[src/design/wqt_pkg.sv]
// wqt_pkg: shared constants and types for the weighted quantile tracker
// depends on nothing; used by weighted_quantile_tracker through scoped names
package wqt_pkg;

  // weight and running-sum width
  localparam int WEIGHT_BITS = 48;

  // number of quantile thresholds and of result fields
  localparam int NUM_Q   = 5;
  localparam int NUM_OUT = 7;

  // divisor of the whisker thresholds
  localparam int WHISKER_DIV = 20;

  // quantile slots
  localparam int Q_LOW_WHISKER  = 0;
  localparam int Q_LOW_QUARTILE = 1;
  localparam int Q_MEDIAN       = 2;
  localparam int Q_HIGH_QUARTILE = 3;
  localparam int Q_HIGH_WHISKER = 4;

  // configuration register indexes
  typedef enum logic [0:0] {
    CFG_TOTAL_WEIGHT     = 1'b0,
    CFG_ZERO_TOTAL_EMPTY = 1'b1
  } cfg_index_t;

  typedef logic [WEIGHT_BITS-1:0] weight_t;

endpackage

[src/design/weighted_quantile_tracker.sv]
// weighted_quantile_tracker: box-plot statistics over a time-sorted weighted run
// depends on wqt_pkg (constants, register indexes)
// the result of the beat marked tlast is registered (output register, or skid entry while the output is held)
// before m_axis_tvalid; one item per cycle while s_axis_tready is high; a total_weight write holds s_axis_tready
// low while total/20 is formed in WD_S4 to WD_FIX; a result register plus a skid entry absorb a waiting result;
// with both full the input stalls; reset (rst, synchronous): total_weight 0, zero_total_empty off, run state cleared
module weighted_quantile_tracker #(
  parameter int TIME_BITS = 48
) (
  input  logic                                         clk,
  input  logic                                         rst,
  // input stream
  input  logic                                         s_axis_tvalid,
  output logic                                         s_axis_tready,
  // tdata from bit 0: item_time, item_weight, zero fill to bytes
  input  logic [((TIME_BITS + wqt_pkg::WEIGHT_BITS + 7) / 8) * 8 - 1:0] s_axis_tdata,
  // tuser: no_item
  input  logic                                         s_axis_tuser,
  input  logic                                         s_axis_tlast,
  // result stream
  output logic                                         m_axis_tvalid,
  input  logic                                         m_axis_tready,
  // tdata from bit 0: min_time, low_whisker_time, low_quartile_time, median_time,
  // high_quartile_time, high_whisker_time, max_time, zero fill to bytes
  output logic [((wqt_pkg::NUM_OUT * TIME_BITS + 7) / 8) * 8 - 1:0] m_axis_tdata,
  // configuration write channel
  input  logic                                         cfg_valid,
  output logic                                         cfg_ready,
  input  wqt_pkg::cfg_index_t                          cfg_index,
  input  logic [wqt_pkg::WEIGHT_BITS-1:0]              cfg_data
);

  localparam int WB     = wqt_pkg::WEIGHT_BITS;
  localparam int RES_W  = wqt_pkg::NUM_OUT * TIME_BITS;
  localparam int OUT_W  = ((wqt_pkg::NUM_OUT * TIME_BITS + 7) / 8) * 8;
  localparam logic [TIME_BITS-1:0] SENTINEL = {1'b1, {(TIME_BITS-1){1'b0}}};
  localparam logic [WB-1:0]        SUM_MAX  = {WB{1'b1}};

  typedef logic [TIME_BITS-1:0] time_t;

  // steps of the shift-add divide by twenty
  typedef enum logic [2:0] {
    WD_IDLE,
    WD_S4,
    WD_S8,
    WD_S16,
    WD_S32,
    WD_REM,
    WD_FIX
  } wd_state_t;

  // configuration and thresholds
  wqt_pkg::weight_t total_weight;
  logic             zero_total_empty;
  logic             total_zero;
  wqt_pkg::weight_t thresh [wqt_pkg::NUM_Q];
  logic             load_total;

  // whisker threshold sequencer
  wd_state_t        wd_state;
  wqt_pkg::weight_t wd_q;
  logic             wd_fix;
  wqt_pkg::weight_t wd_rem;
  wqt_pkg::weight_t wd_quo;

  // run state
  wqt_pkg::weight_t running_sum;
  time_t            quantile_times [wqt_pkg::NUM_Q];
  logic [wqt_pkg::NUM_Q-1:0] quantile_valid;
  time_t            first_time;
  time_t            latest_time;
  logic             run_started;

  // next run state
  wqt_pkg::weight_t running_sum_next;
  time_t            quantile_times_next [wqt_pkg::NUM_Q];
  logic [wqt_pkg::NUM_Q-1:0] quantile_valid_next;
  time_t            first_time_next;
  time_t            latest_time_next;
  logic             run_started_next;

  // input beat fields
  logic             in_beat;
  time_t            item_time;
  wqt_pkg::weight_t item_weight;
  logic             take_item;
  logic [WB:0]      sum_wide;

  // result path
  logic             res_valid;
  logic [RES_W-1:0] res_data;
  logic             out_valid;
  logic [RES_W-1:0] out_data;
  logic             skid_valid;
  logic [RES_W-1:0] skid_data;
  logic             out_free;

  assign cfg_ready     = 1'b1;
  assign load_total    = cfg_valid && cfg_ready && (cfg_index == wqt_pkg::CFG_TOTAL_WEIGHT);
  assign s_axis_tready = (wd_state == WD_IDLE) && !skid_valid;
  assign in_beat       = s_axis_tvalid && s_axis_tready;
  assign item_time     = s_axis_tdata[TIME_BITS-1:0];
  assign item_weight   = s_axis_tdata[TIME_BITS+WB-1:TIME_BITS];
  assign take_item     = in_beat && !s_axis_tuser;

  // total/20 = (total/2)/10; estimate is at most one low, remainder fixes it
  assign wd_rem = (total_weight >> 1) - ((wd_q << 3) + (wd_q << 1));
  assign wd_quo = wd_q + {{(WB-1){1'b0}}, wd_fix};

  // configuration writes and threshold setup
  always_ff @(posedge clk) begin
    if (rst) begin
      total_weight     <= '0;
      zero_total_empty <= 1'b0;
      total_zero       <= 1'b1;
      wd_state         <= WD_IDLE;
      for (int k = 0; k < wqt_pkg::NUM_Q; k++) begin
        thresh[k] <= '0;
      end
    end else begin
      if (load_total) begin
        total_weight <= cfg_data;
        total_zero   <= (cfg_data == '0);
        thresh[wqt_pkg::Q_LOW_QUARTILE]  <= cfg_data >> 2;
        thresh[wqt_pkg::Q_MEDIAN]        <= cfg_data >> 1;
        thresh[wqt_pkg::Q_HIGH_QUARTILE] <= cfg_data - (cfg_data >> 2);
        wd_q     <= (cfg_data >> 2) + (cfg_data >> 3);
        wd_state <= WD_S4;
      end else begin
        case (wd_state)
          WD_S4: begin
            wd_q     <= wd_q + (wd_q >> 4);
            wd_state <= WD_S8;
          end
          WD_S8: begin
            wd_q     <= wd_q + (wd_q >> 8);
            wd_state <= WD_S16;
          end
          WD_S16: begin
            wd_q     <= wd_q + (wd_q >> 16);
            wd_state <= WD_S32;
          end
          WD_S32: begin
            wd_q     <= (wd_q + (wd_q >> 32)) >> 3;
            wd_state <= WD_REM;
          end
          WD_REM: begin
            wd_fix   <= (wd_rem >= WB'(10));
            wd_state <= WD_FIX;
          end
          WD_FIX: begin
            thresh[wqt_pkg::Q_LOW_WHISKER]  <= wd_quo;
            thresh[wqt_pkg::Q_HIGH_WHISKER] <= total_weight - wd_quo;
            wd_state <= WD_IDLE;
          end
          default: begin
          end
        endcase
      end
      if (cfg_valid && cfg_ready) begin
        case (cfg_index)
          wqt_pkg::CFG_ZERO_TOTAL_EMPTY: begin
            zero_total_empty <= cfg_data[0];
          end
          default: begin
          end
        endcase
      end
    end
  end

  // saturating running sum and quantile latches for the current beat
  always_comb begin
    sum_wide            = {1'b0, running_sum} + {1'b0, item_weight};
    running_sum_next    = running_sum;
    first_time_next     = first_time;
    latest_time_next    = latest_time;
    run_started_next    = run_started;
    quantile_valid_next = quantile_valid;
    for (int k = 0; k < wqt_pkg::NUM_Q; k++) begin
      quantile_times_next[k] = quantile_times[k];
    end
    if (take_item) begin
      running_sum_next = sum_wide[WB] ? SUM_MAX : sum_wide[WB-1:0];
      latest_time_next = item_time;
      run_started_next = 1'b1;
      if (!run_started) begin
        first_time_next = item_time;
      end
      for (int k = 0; k < wqt_pkg::NUM_Q; k++) begin
        if (!quantile_valid[k] && running_sum_next >= thresh[k]) begin
          quantile_times_next[k] = item_time;
          quantile_valid_next[k] = 1'b1;
        end
      end
    end
  end

  // result assembly on the last beat of a run
  always_comb begin
    res_valid = in_beat && s_axis_tlast;
    if (zero_total_empty && total_zero) begin
      res_data = {wqt_pkg::NUM_OUT{SENTINEL}};
    end else begin
      res_data[TIME_BITS-1:0] = first_time_next;
      for (int k = 0; k < wqt_pkg::NUM_Q; k++) begin
        res_data[(k+1)*TIME_BITS +: TIME_BITS] =
          quantile_valid_next[k] ? quantile_times_next[k] : SENTINEL;
      end
      res_data[(wqt_pkg::NUM_OUT-1)*TIME_BITS +: TIME_BITS] = latest_time_next;
    end
  end

  // run state registers, cleared on reset and after the last beat
  always_ff @(posedge clk) begin
    if (rst || (in_beat && s_axis_tlast)) begin
      running_sum    <= '0;
      quantile_valid <= '0;
      first_time     <= SENTINEL;
      latest_time    <= SENTINEL;
      run_started    <= 1'b0;
      for (int k = 0; k < wqt_pkg::NUM_Q; k++) begin
        quantile_times[k] <= SENTINEL;
      end
    end else begin
      running_sum    <= running_sum_next;
      quantile_valid <= quantile_valid_next;
      first_time     <= first_time_next;
      latest_time    <= latest_time_next;
      run_started    <= run_started_next;
      for (int k = 0; k < wqt_pkg::NUM_Q; k++) begin
        quantile_times[k] <= quantile_times_next[k];
      end
    end
  end

  // output register with a skid entry behind it
  assign out_free = !out_valid || m_axis_tready;

  always_ff @(posedge clk) begin
    if (rst) begin
      out_valid  <= 1'b0;
      skid_valid <= 1'b0;
    end else if (out_free) begin
      if (skid_valid) begin
        out_data   <= skid_data;
        out_valid  <= 1'b1;
        skid_valid <= 1'b0;
      end else begin
        out_valid <= res_valid;
        if (res_valid) begin
          out_data <= res_data;
        end
      end
    end else if (res_valid) begin
      skid_data  <= res_data;
      skid_valid <= 1'b1;
    end
  end

  assign m_axis_tvalid = out_valid;
  assign m_axis_tdata  = OUT_W'(out_data);

endmodule
[config.mk]
export PLATFORM = sky130hd
export DESIGN_NAME = weighted_quantile_tracker
export DESIGN_NICKNAME = d
export VERILOG_FILES = /design/src/design/wqt_pkg.sv /design/src/design/weighted_quantile_tracker.sv
export SDC_FILE = /design/constraint.sdc
export NUM_CORES = 2
export LEC_CHECK = 0
export BUFFER_PORTS_ARGS = -buffer_cell sky130_fd_sc_hd__buf_2
export CELL_PAD_IN_SITES_DETAIL_PLACEMENT = 1
export CELL_PAD_IN_SITES_GLOBAL_PLACEMENT = 2
export CORE_ASPECT_RATIO = 1.75
export CORE_MARGIN = 10
export CORE_UTILIZATION = 35
export CTS_BUF_LIST = sky130_fd_sc_hd__clkbuf_16
export CTS_CLUSTER_DIAMETER = 60
export DETAILED_ROUTE_END_ITERATION = 10
export PLACE_DENSITY = 0.77
export SLEW_MARGIN = 30
export SYNTH_ARGS = -nofsm -noshare
export SYNTH_HDL_FRONTEND = slang
export SYNTH_SLANG_ARGS = --single-unit
[constraint.sdc]
create_clock -name clk -period 37.6 [get_ports clk]
set_input_delay 3.76 -clock clk [delete_from_list [all_inputs] [get_ports clk]]
set_output_delay 3.76 -clock clk [all_outputs]
set_load 0.01 [all_outputs]
After elaboration in Yosys (flattened, before gate mapping)
Memory sizes are Yosys's and may differ from the RTL's.
Index checks and enable logic that the tools add are counted.
- input port bits: 152
- word-level logic and storage cells: 140
- register bits after elaboration: 926
- RAM bits: 480
- memories kept: 2
- output and inout bits: 339
- memories (name ; depth ; bits a word ; read ports ; clocked after Yosys merged registers in ; write ports ; RTL line ; RTL):
    quantile_times ; 5 ; 48 ; 5 ; 0 ; 5 ; weighted_quantile_tracker.sv:68 ; time_t quantile_times [wqt_pkg::NUM_Q];
    thresh ; 5 ; 48 ; 5 ; 0 ; 5 ; weighted_quantile_tracker.sv:56 ; wqt_pkg::weight_t thresh [wqt_pkg::NUM_Q];
- $add $sub $neg: 11
- eq/ne operators: 6
- reductions and logical operators: 34
- order comparisons: 6
- bitwise gates (word level): 14
- multiplexer cells: 51
- operator list (operator ; count):
    $mux 48 ; 25
    $mux 336 ; 3
    $ge 48x48->1 ; 5
    $mux 240 ; 1
    $pmux 48 s4 ; 1
    $add 48x48->49 ; 1
    $add 48x1->48 ; 1
    $add 48x16->48 ; 1
    $add 48x32->48 ; 1
    $add 48x40->48 ; 1
    $add 48x44->48 ; 1
    $add 48x48->48 ; 1
    $ge 48x4->1 const B ; 1
    $logic_not 48->1 ; 1
    $sub 47x48->48 ; 1
    $sub 48x46->48 ; 1
    $sub 48x48->48 ; 1
    $add 46x45->47 ; 1
    $mux 1 ; 19
    $pmux 3 s6 ; 1
    $logic_and 1x1->1 ; 11
    $or 1x1->1 ; 10
    $eq 3x3->1 const B ; 3
    $reduce_and 3->1 ; 3
    other kinds (13) ; 27

Logic depth before layout (Yosys ltp)
- depth after elaboration: 10
- gate-level depth with buffers: 30
- mapped depth without buffers: 26

Worst setup path after synthesis
Ideal clock, no wire load.
- path kind: input port to flip-flop
- start point: input port rst
- end point: register out_data[0] (netlist: m_axis_tdata[0]), enable pin
- slack: 7.650 ns
- arrival: 28.436 ns
- stages: 3
- library setup time: 1.514 ns
- required time: 36.086 ns
- path buffers: 2
- path through: clkbuf_1 > clkbuf_1 > nor3b_1
- cells in the longest elaborated chain, start to end: 2
- RTL lines (item ; RTL line ; RTL):
    start: declaration ; weighted_quantile_tracker.sv:11 ; input logic rst,
    $not 1->1 (no source line) ; n/a ;
    $reduce_and 3->1 (no source line) ; n/a ;
    end signal: assignment ; weighted_quantile_tracker.sv:246 ; out_data <= skid_data;
    end signal: assignment ; weighted_quantile_tracker.sv:252 ; out_data <= res_data;
    end: declaration ; weighted_quantile_tracker.sv:93 ; logic [RES_W-1:0] out_data;
Every way passes these cells.
A chain may end at the register's enable or synchronous reset.

Worst setup path in the final report
- start point: input port s_axis_tdata[48] (netlist bit)
- end point: register out_data[184] (netlist: m_axis_tdata[184]), data pin
- cells in the longest elaborated chain, start to end: 10
- elaborated cells between the ends (all ways): 12
- those cells by class: add/sub (1); order compare (1); mux (9); reduce/logical (1)
- RTL lines (item ; RTL line ; RTL):
    start: declaration ; weighted_quantile_tracker.sv:16 ; input logic [((TIME_BITS + wqt_pkg::WEIGHT_BITS + 7) / 8) * 8 - 1:0] s_axis_tdata,
    $add 48x48->49 * ; weighted_quantile_tracker.sv:174 ; sum_wide = {1'b0, running_sum} + {1'b0, item_weight};
    $mux 48 * ; weighted_quantile_tracker.sv:184 ; running_sum_next = sum_wide[WB] ? SUM_MAX : sum_wide[WB-1:0];
    $ge 48x48->1 * ; weighted_quantile_tracker.sv:191 ; if (!quantile_valid[k] && running_sum_next >= thresh[k]) begin
    $logic_and 1x1->1 * ; weighted_quantile_tracker.sv:191 ;
    $mux 48 / $mux 1 (equally long branches) ; weighted_quantile_tracker.sv:191 ;
    $mux 240 / $mux 5 (equally long branches) ; weighted_quantile_tracker.sv:183 ; if (take_item) begin
    $mux 48 * ; weighted_quantile_tracker.sv:208 ; quantile_valid_next[k] ? quantile_times_next[k] : SENTINEL;
    $mux 336 * ; weighted_quantile_tracker.sv:202 ; if (zero_total_empty && total_zero) begin
    $mux 336 * ; weighted_quantile_tracker.sv:251 ; if (res_valid) begin
    $mux 336 * ; weighted_quantile_tracker.sv:245 ; if (skid_valid) begin
Every way passes the cells marked *; elsewhere a longest branch is shown, timed or not. The select of a mux whose other input is x is not followed.

==> results.tsv <==
metric	value	unit
syn_area_per_cell	9.705	um^2
Static Leakage	35.69	nW
number of vias after detailed routing	62690	
Congestion Overflow GR	0	
cell occurring most often along the worst timing path	sky130_fd_sc_hd__nand2_1	
die outline width	373.9	um
transition time at the pin with the least slew margin	1.087	ns
final critical-path required period	12.31	ns
clk_lat worst skew	0.82	ns
kind of end point of the critical path	flop	
required arrival time at the worst endpoint	38.24	ns
fraction of final layout cells sized beyond drive strength 1	11.21	%
total clock buffers created by CTS	149	
post-synthesis register bit count	1357	
number of synthesized flops with an enable pin	912	
Met3 Wirelength	15330	um
final number of hold-violating endpoints	0	
crit path DAT	12.95	ns
final number of setup-violating endpoints	0	
smallest setup slack after layout	25.29	ns
met2 wirelength from detailed routing	159000	um
Placement Rows	227	
final-layout worst hold slack	0.4602	ns
initial core utilization	35.12	%
total negative slack	0	ns
count of buffers inserted at the top-level ports	489	
Critical Setup Path Class	in2reg	
flip-flop cell with the highest count after synthesis	sky130_fd_sc_hd__edfxtp_1	
crit share post-route	32.74	%
routed wire length	309000	um
commonest cells after routing, fill and taps aside	sky130_fd_sc_hd__nand2_1 (966), sky130_fd_sc_hd__edfxtp_1 (912), sky130_fd_sc_hd__nor2_1 (683)	
Synth-to-Final Area Change	12.96	%
type of the tightest min-delay check	reg2reg	
Cells after Synth	7905	
worst-case setup slack after placement	24.28	ns
die area	0.2390	mm^2
sort of element at the start of the critical path	input pin	
TritonCTS sink count	1357	
first-pass iteration count of the detailed router	6	
number of unique standard cell types used by synthesis	91	
global-route wire length before repair	447600	um
number of top-level pins	491	
delay of the slowest cell on the worst path	0.85	ns
Die Y-Extent	639.3	um
worst setup skew after layout	0.06562	ns
CTS HTree Levels	4	
CTS clk-pin slew, worst paths	0.07	ns
critical-path cell with the highest stage delay	sky130_fd_sc_hd__a311oi_1	
outcome	completed	
root buffer cell	sky130_fd_sc_hd__clkbuf_16	
register area share after synthesis	47.31	%
count of instances resized after the clock tree is built	0	
VDD IR-drop max	0.02721	mV
via count of the first global-routing pass	67000	
unrepaired setup endpoints after global routing	false	
most common cell after layout, fill and taps aside	sky130_fd_sc_hd__nand2_1	
number of nets in the layout	8917	
total power consumption of the routed design	0.005020	W
vias per inst	5.620	
Total GRT Usage	24.89	%
hold buffers post-CTS	0	
maximum clock insertion buffer count	4	
post-layout instance area	0.08666	mm^2
Routed wire per std cell	27.70	um
floorplan core area	0.2184	mm^2
count of synthesis-stage warnings from yosys	0	
uppermost metal layer occupied by signal nets	met5	
met1 wire length	109900	um
largest net degree at the start of global routing	153	
final count of pins violating max slew	0	
Synth Cell Area	0.07671	mm^2
remaining antenna violation count after routing	0	
TritonCTS clock tree	built	
remaining design rule violation count	0	
f_max	81.24	MHz
power density relative to cell area	57.93	mW/mm^2
RD Place Congestion	0.9902	
initial antenna violation count	32	
HPWL after detailed placement	234200	um
remaining max-slew budget at the tightest pin	27.32	%
Synth Net Count	8663	
Post-Place Cell Area	0.08184	mm^2
max cap viols	0	
proportion of synthesized flip-flops having asynchronous set or reset	0	%
Post-CTS Setup Bufs	0	
maximum fanout along the worst path	55	
initial drt markers	4784	
-- report_power, final --
group	internal, W	switching, W	leakage [nW]
combinational	0.000618	0.00118	20.9
sequential	0.00169	0.0000761	12.4
clock	0.000808	0.000655	2.38
-- worst max-delay path, delay by kind of cell --
kind | cells | cell delay, ns
compound gates | 11 | 4.25
fa+ha+maj | 3 | 1.06
simple gates | 9 | 2.46
buf+inv | 3 | 1.32
-- metal layers --
metal  vias up  track usage, %
li1      29170               -
met1     31080           25.77
met2      1805           46.41
met3       620           3.546
met4        16           16.43
met5         -               0
-- cell usage after synthesis, drive strengths merged, types with 111 or more instances --
master,number,area [um^2]
edfxtp,912,27390
nor2,688,2582
nand2,968,3633
ha,557,6969
a22oi,130,975.9
clkbuf,402,1509
o21ai,602,3017
a21o,231,1734
xnor2,186,1629
nand3,324,1622
dfxtp,445,8909
a22o,113,989.7
a21oi,423,2121
inv,421,1580
xor2,111,972.2
mux2i,133,1331
o31ai,126,978.4
-- registers in the layout, indices dropped and copies added (netlist names) --
register / flops
thresh: 191
quantile_times: 240
wd_state: 3
total_zero: 1
zero_total_empty: 1
total_weight: 48
running_sum: 48
m_axis_tvalid: 1
wd_fix: 1
run_started: 1
m_axis_tdata: 336
skid_valid: 1
quantile_valid: 5
wd_q: 48
first_time: 48
latest_time: 48
skid_data: 336
-- stage by stage --
stage | utilization, % | cells
2_1_floorplan | - | 7905
3_3_place_gp | 37.43 | 10870
3_5_place_dp | 37.47 | 10870
4_1_cts | 39.63 | 11130
5_1_grt | 39.66 | 11140
6_report | 39.68 | 11160
-- path summary, 6_finish.rpt --
kind / startpoint / to / slack, ns / cells after the start
hold reg to reg: total_weight[0]$_SDFFE_PP0P_ / total_weight[0]$_SDFFE_PP0P_ / 0.46 / 2
setup reg to reg: running_sum[0]$_SDFFE_PP0P_ / m_axis_tdata[184]$_DFFE_PP_ / 28.06 / 25
setup / recovery: s_axis_tdata[48] / m_axis_tdata[184]$_DFFE_PP_ / 25.29 / 26
hold / removal: total_weight[0]$_SDFFE_PP0P_ / total_weight[0]$_SDFFE_PP0P_ / 0.46 / 2
-- logic make-up (layout without fill, tap and decap cells) --
kind of cell / after synthesis / count (layout) / share of synthesized area [%]
simple gates: 2479 / 2479 / 14.25
compound gates: 2080 / 2080 / 17.67
flops: 1357 / 1357 / 47.31
buf+inv: 900 / 1267 / 4.505
fa+ha+maj: 606 / 606 / 10.36
xor+xnor: 297 / 297 / 3.391
mux: 185 / 185 / 2.499
other cells: 1 / 22 / 0.004888
-- layout make-up --
class                           instances  area (um^2)
Inverter                              422         1584
Tap cell                             2862         3581
Sequential cell                      1357        36300
Antenna cell                           21        52.55
Timing Repair Buffer                  581         3242
Clock buffer                          152         3804
Multi-Input combinational cell       5648        37180
Clock inverter                        112        919.6
Fill cell                           24760       131800
Power figures use the tool's default switching activity.
